==> src/rtl/mva_pkg.sv <==
// ----------------------------------------------------------------------------
// mva_pkg
// Shared types, constants and tables of the MIDI voice allocator.
// ----------------------------------------------------------------------------
package mva_pkg;

  localparam int VOICES    = 16;
  localparam int PRESETS   = 8;
  localparam int CHANNELS  = 16;
  localparam int MAX_RES   = 16;

  localparam int VIDX_W    = (VOICES > 1) ? $clog2(VOICES) : 1;
  localparam int VCNT_W    = $clog2(VOICES + 1);
  localparam int RCNT_W    = $clog2(MAX_RES + 1);

  localparam int FIFO_DEPTH = 2;

  // MIDI command nibbles and controller numbers
  localparam logic [3:0] MIDI_NOTE_OFF  = 4'h8;
  localparam logic [3:0] MIDI_NOTE_ON   = 4'h9;
  localparam logic [3:0] MIDI_CTRL      = 4'hB;
  localparam logic [3:0] MIDI_PROGRAM   = 4'hC;
  localparam logic [6:0] CC_PEDAL       = 7'd64;
  localparam logic [6:0] CC_SOUND_OFF   = 7'd120;
  localparam logic [6:0] CC_NOTES_OFF   = 7'd123;
  localparam logic [6:0] PEDAL_THRESH   = 7'd64;

  localparam logic       OP_MIDI        = 1'b0;

  typedef enum logic [1:0] {
    ACT_START   = 2'd0,
    ACT_RELEASE = 2'd1,
    ACT_STOP    = 2'd2
  } action_t;

  typedef enum logic [2:0] {
    CMD_NOTE_ON,
    CMD_NOTE_OFF,
    CMD_PEDAL_UP,
    CMD_ALL_REL,
    CMD_ALL_STOP,
    CMD_FREE
  } cmd_kind_t;

  typedef struct packed {
    cmd_kind_t         kind;
    logic [3:0]        chan;
    logic [6:0]        note;
    logic [6:0]        vel;
    logic [2:0]        patch;
    logic              pedal;
    logic [VIDX_W-1:0] slot;
  } cmd_t;

  typedef struct packed {
    logic [3:0] slot;
    action_t    action;
    logic [3:0] chan;
    logic [6:0] note;
    logic [6:0] vel;
    logic [2:0] patch;
    logic       last;
  } res_t;

  typedef logic [2:0] patch_lut_t [128];

  function automatic patch_lut_t build_patch_lut();
    patch_lut_t lut;
    for (int i = 0; i < 128; i++) begin
      lut[i] = 3'(i % PRESETS);
    end
    return lut;
  endfunction

  // program number to reported patch index
  localparam patch_lut_t PATCH_LUT = build_patch_lut();

endpackage

==> src/rtl/mva_front.sv <==
// ----------------------------------------------------------------------------
// mva_front
// Accepts input words, keeps per-channel pedal and patch, and turns each
// word that needs one into a voice-table command for the back end.
// ----------------------------------------------------------------------------
module mva_front (
  input  logic           clk,
  input  logic           rst_n,
  input  logic           in_valid,
  output logic           in_ready,
  input  logic           in_operation,
  input  logic [7:0]     in_status_byte,
  input  logic [6:0]     in_data_one,
  input  logic [6:0]     in_data_two,
  input  logic [3:0]     in_finished_voice,
  output logic           cmd_vld,
  output mva_pkg::cmd_t  cmd,
  input  logic           cmd_rdy
);
  import mva_pkg::*;

  logic [CHANNELS-1:0] pedal_r;
  logic [2:0]          patch_r [CHANNELS];

  logic       accept;
  logic       need_cmd;
  logic [3:0] midi_cmd;
  logic [3:0] chan;
  logic       pedal_wr;
  logic       prog_wr;

  assign midi_cmd = in_status_byte[7:4];
  assign chan     = in_status_byte[3:0];
  assign in_ready = cmd_rdy;
  assign accept   = in_valid && in_ready;
  assign cmd_vld  = accept && need_cmd;

  always_comb begin
    need_cmd   = 1'b0;
    pedal_wr   = 1'b0;
    prog_wr    = 1'b0;
    cmd.kind   = CMD_FREE;
    cmd.chan   = chan;
    cmd.note   = in_data_one;
    cmd.vel    = in_data_two;
    cmd.patch  = patch_r[chan];
    cmd.pedal  = pedal_r[chan];
    cmd.slot   = VIDX_W'(in_finished_voice);
    if (in_operation != OP_MIDI) begin
      need_cmd = (32'(in_finished_voice) < 32'(VOICES));
    end else begin
      case (midi_cmd)
        MIDI_NOTE_OFF: begin
          need_cmd = 1'b1;
          cmd.kind = CMD_NOTE_OFF;
        end
        MIDI_NOTE_ON: begin
          need_cmd = 1'b1;
          cmd.kind = (in_data_two != 7'd0) ? CMD_NOTE_ON : CMD_NOTE_OFF;
        end
        MIDI_CTRL: begin
          if (in_data_one == CC_PEDAL) begin
            pedal_wr = 1'b1;
            need_cmd = (in_data_two < PEDAL_THRESH);
            cmd.kind = CMD_PEDAL_UP;
          end else if (in_data_one == CC_NOTES_OFF) begin
            need_cmd = 1'b1;
            cmd.kind = CMD_ALL_REL;
          end else if (in_data_one == CC_SOUND_OFF) begin
            need_cmd = 1'b1;
            cmd.kind = CMD_ALL_STOP;
          end
        end
        MIDI_PROGRAM: begin
          prog_wr = 1'b1;
        end
        default: begin
        end
      endcase
    end
  end

  always_ff @(posedge clk) begin
    if (!rst_n) begin
      pedal_r <= '0;
      for (int i = 0; i < CHANNELS; i++) begin
        patch_r[i] <= 3'd0;
      end
    end else if (accept) begin
      if (pedal_wr) begin
        pedal_r[chan] <= (in_data_two >= PEDAL_THRESH);
      end
      if (prog_wr) begin
        patch_r[chan] <= PATCH_LUT[in_data_one];
      end
    end
  end

endmodule

==> src/rtl/mva_cmd_fifo.sv <==
// ----------------------------------------------------------------------------
// mva_cmd_fifo
// Short command queue between front end and voice walker.
// ----------------------------------------------------------------------------
module mva_cmd_fifo (
  input  logic          clk,
  input  logic          rst_n,
  input  logic          push_vld,
  input  mva_pkg::cmd_t push_data,
  output logic          push_rdy,
  output logic          pop_vld,
  output mva_pkg::cmd_t pop_data,
  input  logic          pop
);
  import mva_pkg::*;

  localparam int PTR_W  = (FIFO_DEPTH > 1) ? $clog2(FIFO_DEPTH) : 1;
  localparam int FCNT_W = $clog2(FIFO_DEPTH + 1);

  cmd_t              slot_r [FIFO_DEPTH];
  logic [PTR_W-1:0]  wr_ptr_r;
  logic [PTR_W-1:0]  rd_ptr_r;
  logic [FCNT_W-1:0] count_r;
  logic              do_push;
  logic              do_pop;

  assign push_rdy = (count_r != FCNT_W'(FIFO_DEPTH));
  assign pop_vld  = (count_r != '0);
  assign pop_data = slot_r[rd_ptr_r];
  assign do_push  = push_vld && push_rdy;
  assign do_pop   = pop && pop_vld;

  always_ff @(posedge clk) begin
    if (!rst_n) begin
      wr_ptr_r <= '0;
      rd_ptr_r <= '0;
      count_r  <= '0;
    end else begin
      if (do_push) begin
        slot_r[wr_ptr_r] <= push_data;
        wr_ptr_r <= (wr_ptr_r == PTR_W'(FIFO_DEPTH - 1)) ? '0 : wr_ptr_r + 1'b1;
      end
      if (do_pop) begin
        rd_ptr_r <= (rd_ptr_r == PTR_W'(FIFO_DEPTH - 1)) ? '0 : rd_ptr_r + 1'b1;
      end
      if (do_push && !do_pop) begin
        count_r <= count_r + 1'b1;
      end else if (do_pop && !do_push) begin
        count_r <= count_r - 1'b1;
      end
    end
  end

endmodule

==> src/rtl/mva_walk.sv <==
// ----------------------------------------------------------------------------
// mva_walk
// Voice table and walker: carries out one command by visiting the voices in
// turn, and delivers the resulting voice commands through an output register.
// ----------------------------------------------------------------------------
module mva_walk (
  input  logic          clk,
  input  logic          rst_n,
  input  logic          cmd_vld,
  input  mva_pkg::cmd_t cmd,
  output logic          cmd_pop,
  output logic          out_valid,
  input  logic          out_ready,
  output mva_pkg::res_t out_res
);
  import mva_pkg::*;

  typedef enum logic [1:0] {ST_IDLE, ST_WALK, ST_FLUSH} state_t;

  state_t             state_r;
  cmd_t               cur_r;
  logic [VCNT_W-1:0]  idx_r;
  logic               ev_vld_r;
  logic [VIDX_W-1:0]  ev_idx_r;
  logic [3:0]         ev_ch_r;
  logic [6:0]         ev_note_r;
  logic [VOICES-1:0]  busy_r;
  logic [VOICES-1:0]  held_r;
  logic               pend_vld_r;
  res_t               pend_r;
  logic [RCNT_W-1:0]  cnt_r;
  logic               out_vld_r;
  res_t               out_r;

  logic [3:0]         ch_mem   [VOICES];
  logic [6:0]         note_mem [VOICES];

  logic v_busy, v_held, chan_hit;
  logic gen, found, set_busy, clr_busy, set_held, clr_held;
  logic walk_end, emit, out_free, stall, adv, issue;
  logic out_load;
  res_t new_res;
  res_t out_word;

  assign v_busy   = busy_r[ev_idx_r];
  assign v_held   = held_r[ev_idx_r];
  assign chan_hit = v_busy && (ev_ch_r == cur_r.chan);

  always_comb begin
    gen            = 1'b0;
    found          = 1'b0;
    set_busy       = 1'b0;
    clr_busy       = 1'b0;
    set_held       = 1'b0;
    clr_held       = 1'b0;
    new_res.slot   = 4'(ev_idx_r);
    new_res.action = ACT_RELEASE;
    new_res.chan   = ev_ch_r;
    new_res.note   = ev_note_r;
    new_res.vel    = 7'd0;
    new_res.patch  = 3'd0;
    new_res.last   = 1'b0;
    if (state_r == ST_WALK && ev_vld_r) begin
      case (cur_r.kind)
        CMD_NOTE_ON: begin
          if (!v_busy) begin
            gen            = 1'b1;
            found          = 1'b1;
            set_busy       = 1'b1;
            clr_held       = 1'b1;
            new_res.action = ACT_START;
            new_res.chan   = cur_r.chan;
            new_res.note   = cur_r.note;
            new_res.vel    = cur_r.vel;
            new_res.patch  = cur_r.patch;
          end
        end
        CMD_NOTE_OFF: begin
          if (chan_hit && ev_note_r == cur_r.note) begin
            set_held = cur_r.pedal;
            gen      = !cur_r.pedal;
          end
        end
        CMD_PEDAL_UP: begin
          if (chan_hit && v_held) begin
            clr_held = 1'b1;
            gen      = 1'b1;
          end
        end
        CMD_ALL_REL: begin
          if (chan_hit) begin
            clr_held = 1'b1;
            gen      = 1'b1;
          end
        end
        CMD_ALL_STOP: begin
          if (chan_hit) begin
            clr_held       = 1'b1;
            clr_busy       = 1'b1;
            gen            = 1'b1;
            new_res.action = ACT_STOP;
            new_res.chan   = cur_r.chan;
          end
        end
        default: begin
        end
      endcase
    end
  end

  // only the first MAX_RES commands are reported; effects always apply
  assign emit     = gen && (cnt_r < RCNT_W'(MAX_RES));
  assign out_free = !out_vld_r || out_ready;
  assign stall    = emit && pend_vld_r && !out_free;
  assign walk_end = (state_r == ST_WALK) && ev_vld_r &&
                    (found || ev_idx_r == VIDX_W'(VOICES - 1));
  assign adv      = (state_r == ST_WALK) && !stall;
  assign issue    = adv && !walk_end && (idx_r < VCNT_W'(VOICES));
  assign cmd_pop  = (state_r == ST_IDLE) && cmd_vld;

  // move the held result out when a newer one arrives or the walk is over
  assign out_load = (adv && emit && pend_vld_r) ||
                    (state_r == ST_FLUSH && pend_vld_r && out_free);

  // the held result closes the word only when the walk is over
  always_comb begin
    out_word      = pend_r;
    out_word.last = (state_r == ST_FLUSH);
  end

  assign out_valid = out_vld_r;
  assign out_res   = out_r;

  always_ff @(posedge clk) begin
    if (adv && set_busy) begin
      ch_mem[ev_idx_r]   <= cur_r.chan;
      note_mem[ev_idx_r] <= cur_r.note;
    end
  end

  always_ff @(posedge clk) begin
    if (!rst_n) begin
      state_r    <= ST_IDLE;
      idx_r      <= '0;
      ev_vld_r   <= 1'b0;
      busy_r     <= '0;
      held_r     <= '0;
      pend_vld_r <= 1'b0;
      cnt_r      <= '0;
      out_vld_r  <= 1'b0;
    end else begin
      if (out_load) begin
        out_r     <= out_word;
        out_vld_r <= 1'b1;
      end else if (out_ready) begin
        out_vld_r <= 1'b0;
      end
      case (state_r)
        ST_IDLE: begin
          if (cmd_vld) begin
            if (cmd.kind == CMD_FREE) begin
              busy_r[cmd.slot] <= 1'b0;
              held_r[cmd.slot] <= 1'b0;
            end else begin
              cur_r    <= cmd;
              idx_r    <= '0;
              ev_vld_r <= 1'b0;
              cnt_r    <= '0;
              state_r  <= ST_WALK;
            end
          end
        end
        ST_WALK: begin
          if (adv) begin
            if (set_busy) busy_r[ev_idx_r] <= 1'b1;
            if (clr_busy) busy_r[ev_idx_r] <= 1'b0;
            if (set_held) held_r[ev_idx_r] <= 1'b1;
            if (clr_held) held_r[ev_idx_r] <= 1'b0;
            if (emit) begin
              pend_r     <= new_res;
              pend_vld_r <= 1'b1;
              cnt_r      <= cnt_r + 1'b1;
            end
            if (issue) begin
              ev_vld_r  <= 1'b1;
              ev_idx_r  <= idx_r[VIDX_W-1:0];
              ev_ch_r   <= ch_mem[idx_r[VIDX_W-1:0]];
              ev_note_r <= note_mem[idx_r[VIDX_W-1:0]];
              idx_r     <= idx_r + 1'b1;
            end else begin
              ev_vld_r <= 1'b0;
            end
            if (walk_end) begin
              state_r <= ST_FLUSH;
            end
          end
        end
        ST_FLUSH: begin
          if (!pend_vld_r) begin
            state_r <= ST_IDLE;
          end else if (out_free) begin
            pend_vld_r <= 1'b0;
            state_r    <= ST_IDLE;
          end
        end
        default: begin
          state_r <= ST_IDLE;
        end
      endcase
    end
  end

endmodule

==> src/rtl/midi_voice_allocator_core.sv <==
// ----------------------------------------------------------------------------
// midi_voice_allocator_core
// Polyphonic voice allocator with sustain pedal for MIDI channel messages.
// ----------------------------------------------------------------------------
// Usage:
//   The in_ channel takes one word per MIDI channel message (in_operation 0)
//   or per voice-finished event (in_operation 1). The out_ channel gives the
//   voice commands a word causes, in voice order, with out_last on the final
//   one; a word that causes nothing gives no output word.
//   Program change, pedal down and ignored messages are absorbed by the front
//   end in the accepting cycle. Other words go to a two-entry command queue.
//   Voice-finished events free their voice from the walker's idle state.
//   Note and controller commands walk the voice table one voice per cycle
//   unless a result waits on a full output. Each result is held back so
//   out_last can be set, and moves to the output register at the next match
//   or once the walk ends. Note on stops the walk at the first free voice.
//   Reset (rst_n low, synchronous) frees every voice, lifts all pedals, sets
//   every channel to patch zero and empties the queue and output register.
//   When the receiver stalls, the walker holds on its next result, the queue
//   fills, and in_ready drops once both queue entries are taken.
// ----------------------------------------------------------------------------
module midi_voice_allocator_core (
  input  logic       clk,
  input  logic       rst_n,
  input  logic       in_valid,
  output logic       in_ready,
  input  logic       in_operation,
  input  logic [7:0] in_status_byte,
  input  logic [6:0] in_data_one,
  input  logic [6:0] in_data_two,
  input  logic [3:0] in_finished_voice,
  output logic       out_valid,
  input  logic       out_ready,
  output logic [3:0] out_voice_slot,
  output logic [1:0] out_action,
  output logic [3:0] out_midi_channel,
  output logic [6:0] out_note_number,
  output logic [6:0] out_velocity,
  output logic [2:0] out_patch_index,
  output logic       out_last
);
  import mva_pkg::*;

  // front end to queue
  logic cmd_vld;
  cmd_t cmd;
  logic cmd_rdy;

  // queue to walker
  logic head_vld;
  cmd_t head;
  logic head_pop;

  res_t res;

  mva_front u_front (
    .clk               (clk),
    .rst_n             (rst_n),
    .in_valid          (in_valid),
    .in_ready          (in_ready),
    .in_operation      (in_operation),
    .in_status_byte    (in_status_byte),
    .in_data_one       (in_data_one),
    .in_data_two       (in_data_two),
    .in_finished_voice (in_finished_voice),
    .cmd_vld           (cmd_vld),
    .cmd               (cmd),
    .cmd_rdy           (cmd_rdy)
  );

  mva_cmd_fifo u_fifo (
    .clk       (clk),
    .rst_n     (rst_n),
    .push_vld  (cmd_vld),
    .push_data (cmd),
    .push_rdy  (cmd_rdy),
    .pop_vld   (head_vld),
    .pop_data  (head),
    .pop       (head_pop)
  );

  mva_walk u_walk (
    .clk       (clk),
    .rst_n     (rst_n),
    .cmd_vld   (head_vld),
    .cmd       (head),
    .cmd_pop   (head_pop),
    .out_valid (out_valid),
    .out_ready (out_ready),
    .out_res   (res)
  );

  // unpack the result word onto the ports
  assign out_voice_slot   = res.slot;
  assign out_action       = res.action;
  assign out_midi_channel = res.chan;
  assign out_note_number  = res.note;
  assign out_velocity     = res.vel;
  assign out_patch_index  = res.patch;
  assign out_last         = res.last;

endmodule

==> config.mk <==
export PLATFORM = sky130hd
export DESIGN_NAME = midi_voice_allocator_core
export DESIGN_NICKNAME = d
export VERILOG_FILES = /design/src/rtl/mva_pkg.sv /design/src/rtl/mva_front.sv /design/src/rtl/mva_cmd_fifo.sv /design/src/rtl/mva_walk.sv /design/src/rtl/midi_voice_allocator_core.sv
export SDC_FILE = /design/constraint.sdc
export NUM_CORES = 1
export LEC_CHECK = 0
export ABC_CLOCK_PERIOD_IN_PS = 4200
export BUFFER_PORTS_ARGS = -buffer_cell sky130_fd_sc_hd__buf_2
export CAP_MARGIN = 20
export CORE_ASPECT_RATIO = 1.4
export CORE_MARGIN = 2
export CORE_UTILIZATION = 40
export DETAILED_ROUTE_END_ITERATION = 16
export PLACE_DENSITY = 0.68
export SKIP_LAST_GASP = 1
export SYNTH_ARGS = -nofsm -noshare
export SYNTH_HDL_FRONTEND = slang
export SYNTH_HIERARCHICAL = 1
export SYNTH_SLANG_ARGS = --single-unit
==> constraint.sdc <==
create_clock -name clk -period 4.2 [get_ports clk]
set_clock_uncertainty 0.1 [all_clocks]
set_input_delay 0.84 -clock clk [delete_from_list [all_inputs] [get_ports clk]]
set_output_delay 0.84 -clock clk [all_outputs]
set_load 0.03 [all_outputs]
Word-level counts from Yosys, hierarchy flattened --
Memories as Yosys holds them, arrays and structs flattened. A register that Yosys moved wholly into a read port is not among the register bits. Index checks and enable logic that the tools add are counted.
Word-level totals: bits in writable memories 282, word-level logic and storage cells 266, output and inout port bits 30, bits in read-only memories 384, memories 5, bits in registers 151, input port bits 31
Memory list:
- (no name shown) | words 128, width 3, read ports 1, clocked after memory_dff 0, write ports 0, RTL line mva_front.sv:94 | patch_r[chan] <= PATCH_LUT[in_data_one];
- u_walk.note_mem | words 16, width 7, read ports 1, clocked after memory_dff 1, write ports 1, RTL line mva_walk.sv:36 | logic [6:0] note_mem [VOICES];
- u_walk.ch_mem | words 16, width 4, read ports 1, clocked after memory_dff 1, write ports 1, RTL line mva_walk.sv:35 | logic [3:0] ch_mem [VOICES];
- u_fifo.slot_r | words 2, width 29, read ports 1, clocked after memory_dff 1, write ports 1, RTL line mva_cmd_fifo.sv:20 | cmd_t slot_r [FIFO_DEPTH];
- u_front.patch_r | words 16, width 3, read ports 1, clocked after memory_dff 0, write ports 16, RTL line mva_front.sv:23 | logic [2:0] patch_r [CHANNELS];
Cells by class: equal/unequal tests 26, reductions and logical operators 59, magnitude comparators 11, $add $sub $neg 6, muxes and demuxes 115, bitwise gates (word level) 12
Operators by type and width (number):
- $mux W16 | 16
- $and A16 B16 Y16 | 4
- $pmux W16 S2 | 2
- $mux W1 | 55
- $not A16 Y16 | 2
- $or A16 B16 Y16 | 2
- $mux W5 | 6
- $logic_and A1 B1 Y1 | 26
- $mux W22 | 1
- $eq A7 B7 Y1 const B | 3
- $mux W21 | 1
- $eq A4 B4 Y1 const B | 5
- $pmux W5 S2 | 2
- $reduce_and A4 Y1 | 5
- $mux W3 | 6
- $mux W17 | 1
- $bwmux W16 | 1
- $mux W2 | 8
- $lt A4 B5 Y1 const B | 3
- $reduce_and A5 Y1 | 3
- $bmux W1 S4 | 3
- $demux W1 S4 | 3
- $ge A4 B1 Y1 const B | 3
- $pmux W6 S2 | 1
- 37 further kinds | 67

Logic depth before layout (Yosys ltp) --
depth after elaboration 19, gate-level depth with buffers 10, gate-level depth less buffers 10

Cells and area by module --
The synthesis kept the hierarchy.
Modules (own cells, without submodules):
- mva_walk | area each 12944.9 µm², times used 1, sequential area each 9078.7 µm², cells each 788
- mva_front | area each 3500.9 µm², times used 1, sequential area each 1761.7 µm², cells each 297
- mva_cmd_fifo | area each 2324.7 µm², times used 1, sequential area each 1841.8 µm², cells each 117

Worst setup path after synthesis --
Ideal clock, no wire load.
path kind flip-flop to flip-flop, from register u_walk.ev_idx_r[3], to register u_walk.ev_ch_r[0] (read register of u_walk.ch_mem), enable pin, stages on the path, launching flop included 7, clock period less this slack 4.023 ns, path buffers 1, slack 0.177 ns, arrival 3.496 ns, library setup time 0.428 ns, required time 3.672 ns, path through edfxtp_1 > buf_6 > mux4_2 > mux4_2 > o2111ai_1 > a21oi_4 > nor4_1
On the way: longest elaborated chain between the ends 15, elaborated cells on any way between the ends 27, classes of those cells eq/ne: 1; mux: 12; reduce/logical: 14
Ends and longest elaborated chain:
- start: declaration | RTL line mva_walk.sv:24 | logic [VIDX_W-1:0] ev_idx_r;
- start signal: assignment | RTL line mva_walk.sv:186 | ev_idx_r <= idx_r[VIDX_W-1:0];
- $bmux W1 S4 | RTL line mva_walk.sv:45 | assign v_busy = busy_r[ev_idx_r];
- $mux W1 (not written as such) | RTL line mva_walk.sv:45
- $logic_and A1 B1 Y1 | RTL line mva_walk.sv:47 | assign chan_hit = v_busy && (ev_ch_r == cur_r.chan);
- $logic_and A1 B1 Y1 (on tied branches) | RTL line mva_walk.sv:85, mva_walk.sv:79
- $mux W1 (on tied branches) | RTL line mva_walk.sv:85, mva_walk.sv:79
- $pmux W1 S4 | RTL line mva_walk.sv:64 | case (cur_r.kind)
- $mux W1 | RTL line mva_walk.sv:63 | if (state_r == ST_WALK && ev_vld_r) begin
- $logic_and A1 B1 Y1 | RTL line mva_walk.sv:112 | assign emit = gen && (cnt_r < RCNT_W'(MAX_RES));
- $logic_and A1 B1 Y1 (2 in a row) | RTL line mva_walk.sv:114 | assign stall = emit && pend_vld_r && !out_free;
- $logic_not A1 Y1 | RTL line mva_walk.sv:117 | assign adv = (state_r == ST_WALK) && !stall;
- $logic_and A1 B1 Y1 | RTL line mva_walk.sv:117
- $logic_and A1 B1 Y1 (2 in a row) | RTL line mva_walk.sv:118 | assign issue = adv && !walk_end && (idx_r < VCNT_W'(VOICES));
- $reduce_and A4 Y1 (no line) (*)
- end: declaration | RTL line mva_walk.sv:25 | logic [3:0] ev_ch_r;
Mark *: on every way between the ends. The rest lies on a longest branch, timed or not. The select of a mux whose other input is x is not followed. A chain may end at the register's enable or synchronous reset.

Final worst setup path --
from register u_walk.ev_idx_r[3], to register u_walk.state_r[0]
On the way: longest elaborated chain between the ends 14, elaborated cells on any way between the ends 26, classes of those cells eq/ne: 3; mux: 12; reduce/logical: 11
Ends and longest elaborated chain:
- $bmux W1 S4 | RTL line mva_walk.sv:45
- $mux W1 (not written as such) | RTL line mva_walk.sv:45
- $logic_and A1 B1 Y1 | RTL line mva_walk.sv:47
- $logic_and A1 B1 Y1 (on tied branches) | RTL line mva_walk.sv:85, mva_walk.sv:79
- $mux W1 (on tied branches) | RTL line mva_walk.sv:85, mva_walk.sv:79
- $pmux W1 S4 | RTL line mva_walk.sv:64
- $mux W1 | RTL line mva_walk.sv:63
- $logic_and A1 B1 Y1 | RTL line mva_walk.sv:112
- $logic_and A1 B1 Y1 (2 in a row) | RTL line mva_walk.sv:114
- $logic_not A1 Y1 | RTL line mva_walk.sv:117
- $logic_and A1 B1 Y1 | RTL line mva_walk.sv:117
- $ne A2 B1 Y1 (no line)
- $reduce_and A5 Y1 (no line) (*)
- end signal: assignment | RTL line mva_walk.sv:143 | state_r <= ST_IDLE;
- end signal: assignment | RTL line mva_walk.sv:169 | state_r <= ST_WALK;
- end signal: assignment | RTL line mva_walk.sv:194 | state_r <= ST_FLUSH;
- end: declaration | RTL line mva_walk.sv:20 | state_t state_r;
Marks and branches as above.

==> impl_metrics.yaml <==
sta:
  max_slew_margin_pct: 32.3
  fin_crit_ns: 3.73
  finalSetupViolCount: 0
  drv_slew: 0
  hold_viol: 0
  max_freq_mhz: 268
  finalCritPeriodShare_pct: 88.8
  worst-slew-pin-transition_ns: 1.01
  holdWs_ns: 0.308
  fin_setup_tns_ns: 0
  grt_setup_unrepaired: "false"
clock_tree:
  clkSinkCount: 445
  numCtsBuffers: 43
  cts_tree: "built"
  clock_latency_ns: 0.56
  cts_max_level: 2
  cts_setup_buffers: 0
  clockRootBuffer: "clkbuf_16"
  cts_resized: 0
  cts_buffer_depth: 3
  clk_pin_slew_worst_paths_ns: 0.07
  hold_buffers: 0
global_route:
  grt_pass1_vias: 10900
  antenna_found_initial: 5
  grt_max_degree: 50
  grtUsageTotal_pct: 17.7
  grt_first_pass_wirelength_um: 65700
  overflow: 0
synth:
  synthesis.area_um2: 18800
  synth-seq-cells: 445
  ys_async_sr_fraction_pct: 0
  yosysSeqAreaShare_pct: 67.6
  synthCells: 1202
  ys.flop_type: "edfxtp_1"
  yosys_warnings: 6
  ys_types: 72
  synth_fp_nets: 1236
  synth_area_per_cell_um2: 15.6
  synth_edf_count: 377
place:
  place_inst: 1838
  hpwlAfterDp_um: 29300
  io_buffers: 60
  routabilityCongestion: 0.865
drt:
  drtIter0Drc: 1147
  drc: 0
  drtPass1Iterations: 5
  vias: 10800
  wire_per_inst_um: 22.5
  avgViaCountPerCell: 5.60
  wl_um: 43200
  drtAntennaViolNets: 0
worst_setup_path:
  start_kind: "flop"
  r2r_slack_ns: 0.47
  path_class: "reg2reg"
  crit_chain: "mux4_1 -> mux4_2 -> o2111ai_1 -> a21o_1 -> o21ai_0 -> a31o_2"
  crit_fanout: 23
  cp-startpoint: "u_walk/ev_idx_r[3]"
  reg2reg_depth: 6
  worstPathArrival_ns: 4.08
  crit_slowest_cell: "a21o_1"
  crit_required_ns: 4.55
  r2r-start: "u_walk/ev_idx_r[3]"
  r2r_end: "u_walk/state_r[0]"
  crit_path_end: "u_walk/state_r[0]"
  slowest_delay_ns: 0.76
  critPathCaptureType: "flop"
die:
  initial_core_util_pct: 40.6
  die_h_um: 260
  num_io_pins: 61
  dieArea_um2: 48700
  core_um2: 46200
  fp.dieW_um: 187
  num_rows: 93
run:
  maxCapViolations: 0
power:
  leakage_nw: 7.14
  p_per_area_nw_per_um2: 486
  p_sw_mw: 2.56
  ir_drop_v: 0.000303
  total_power_mw: 10.3
  seqPwrFrac_pct: 50.3
  comb_power_share_pct: 11.2
  p_clk_share_pct: 38.5
  p_sw_share_pct: 24.7
  power.internal_mw: 7.78
min_path:
  min-delay-start: "u_walk/out_word[3]"
  hp-class: "reg2reg"
layout:
  utilization_pct: 46.0
  nNetsFinal: 1300
  nFillCells: 3972
  layout.cells.most_common: "edfxtp_1"
  most-common-layout-cells: "edfxtp_1 (377), mux4_2 (75), dfxtp_1 (66), and2_1 (65), nor2_1 (61)"
  stdcell_count: 1920
  area_growth_pct: 13.2
  drive_gt1_share_pct: 24.4
run_status:
  outcome: "completed"
kinds of logic (layout without fill, tap and decap cells):
kind of cell / count (synthesis) / count (layout) / synth area share (%)
AOI/OAI and AO/OA: 140 / 140 / 5.59
adders and majority gates: 3 / 3 / 0.200
buffers and inverters: 118 / 217 / 3.15
and+or+nand+nor: 338 / 338 / 9.63
xor gates and xnor gates: 14 / 14 / 0.653
other: 0 / 2 / 0
DFF: 445 / 445 / 67.6
muxes: 144 / 144 / 13.2
per-layer routing:
| metal | wire length (µm) | global-route usage [%] | vias up |
|---|---|---|---|
| met2 | 23300 | 32.9 | 405 |
| met5 | 43 | 0 | - |
| li1 | - | - | 4788 |
| met1 | 15900 | 20.3 | 5462 |
| met3 | 2250 | 2.68 | 92 |
| met4 | 1630 | 7.65 | 6 |
power by group through the flow:
stage	combinational, mW	sequential [mW]	clock, mW
4_1_cts	1.16	5.21	4.05
3_3_place_gp	1.13	5.29	0
6_report	1.15	5.20	3.98
5_1_grt	1.24	5.22	4.22
3_5_place_dp	1.15	5.30	0
2_1_floorplan	0.836	5.19	0
worst max-delay path: cells and delay by family (launching register included):
kind / cells / cell delay (ns)
AOI/OAI and AO/OA: 4 / 1.58
muxes: 2 / 1.24
DFF: 1 / 0.71
area by class of cell:
class,count,area [µm²],share of cell area (%)
Clock inverter,28,335,1.58
Tap cell,617,772,3.63
Clock buffer,52,1140,5.36
Inverter,29,109,0.512
Timing Repair Buffer,108,686,3.23
Sequential cell,445,12700,59.7
Antenna cell,2,5.00,0.0235
Multi-Input combinational cell,639,5520,26.0
state kept, by name (all words and copies together) (netlist names), 2 cells and up, named ones only:
signal and cells:
u_fifo/count_r 2, u_fifo/slot_r 58, u_front/patch_r 48, u_front/pedal_r 16
u_walk/busy_r 16, u_walk/ch_mem 64, u_walk/cnt_r 5, u_walk/cur_r 25
u_walk/ev_ch_r 4, u_walk/ev_idx_r 4, u_walk/ev_note_r 7, u_walk/idx_r 5
u_walk/note_mem 112, u_walk/out_res 28, u_walk/out_word 27, u_walk/state_r 2
synth_stat cells, types with 16 or more instances:
cell type | n | area share [%]
and2_1 | 65 | 2.2
inv_1 | 28 | 0.56
nor3_1 | 17 | 0.45
and3_1 | 19 | 0.63
nor2_1 | 62 | 1.2
clkbuf_1 | 43 | 0.86
mux4_2 | 75 | 9.0
edfxtp_1 | 377 | 60
mux2i_1 | 26 | 1.4
nand3_1 | 32 | 0.85
buf_4 | 24 | 0.96
nand2_1 | 56 | 1.1
o21ai_0 | 22 | 0.59
dfxtp_1 | 68 | 7.3
o22ai_1 | 16 | 0.53
mux2_2 | 40 | 2.4
nand2b_1 | 24 | 0.80
metrics by stage:
stage,instance area (µm²),worst slack [ns]
2_1_floorplan,18800,0.177
3_3_place_gp,19800,0.711
3_5_place_dp,19800,0.586
4_1_cts,21300,0.582
5_1_grt,21300,0.389
6_report,21300,0.469
worst min-delay path by stage:
stage	end	slack, ns	depth (start not counted)
6_report	u_walk/out_res[3]	0.31	0
3_5_place_dp	u_walk/out_res[3]	0.31	0
2_1_floorplan	u_walk/out_res[10]	0.30	0
5_1_grt	u_walk/out_res[3]	0.32	0
3_3_place_gp	u_walk/out_res[3]	0.30	0
4_1_cts	u_walk/out_res[3]	0.31	0
Power figures use the tool's default switching activity.
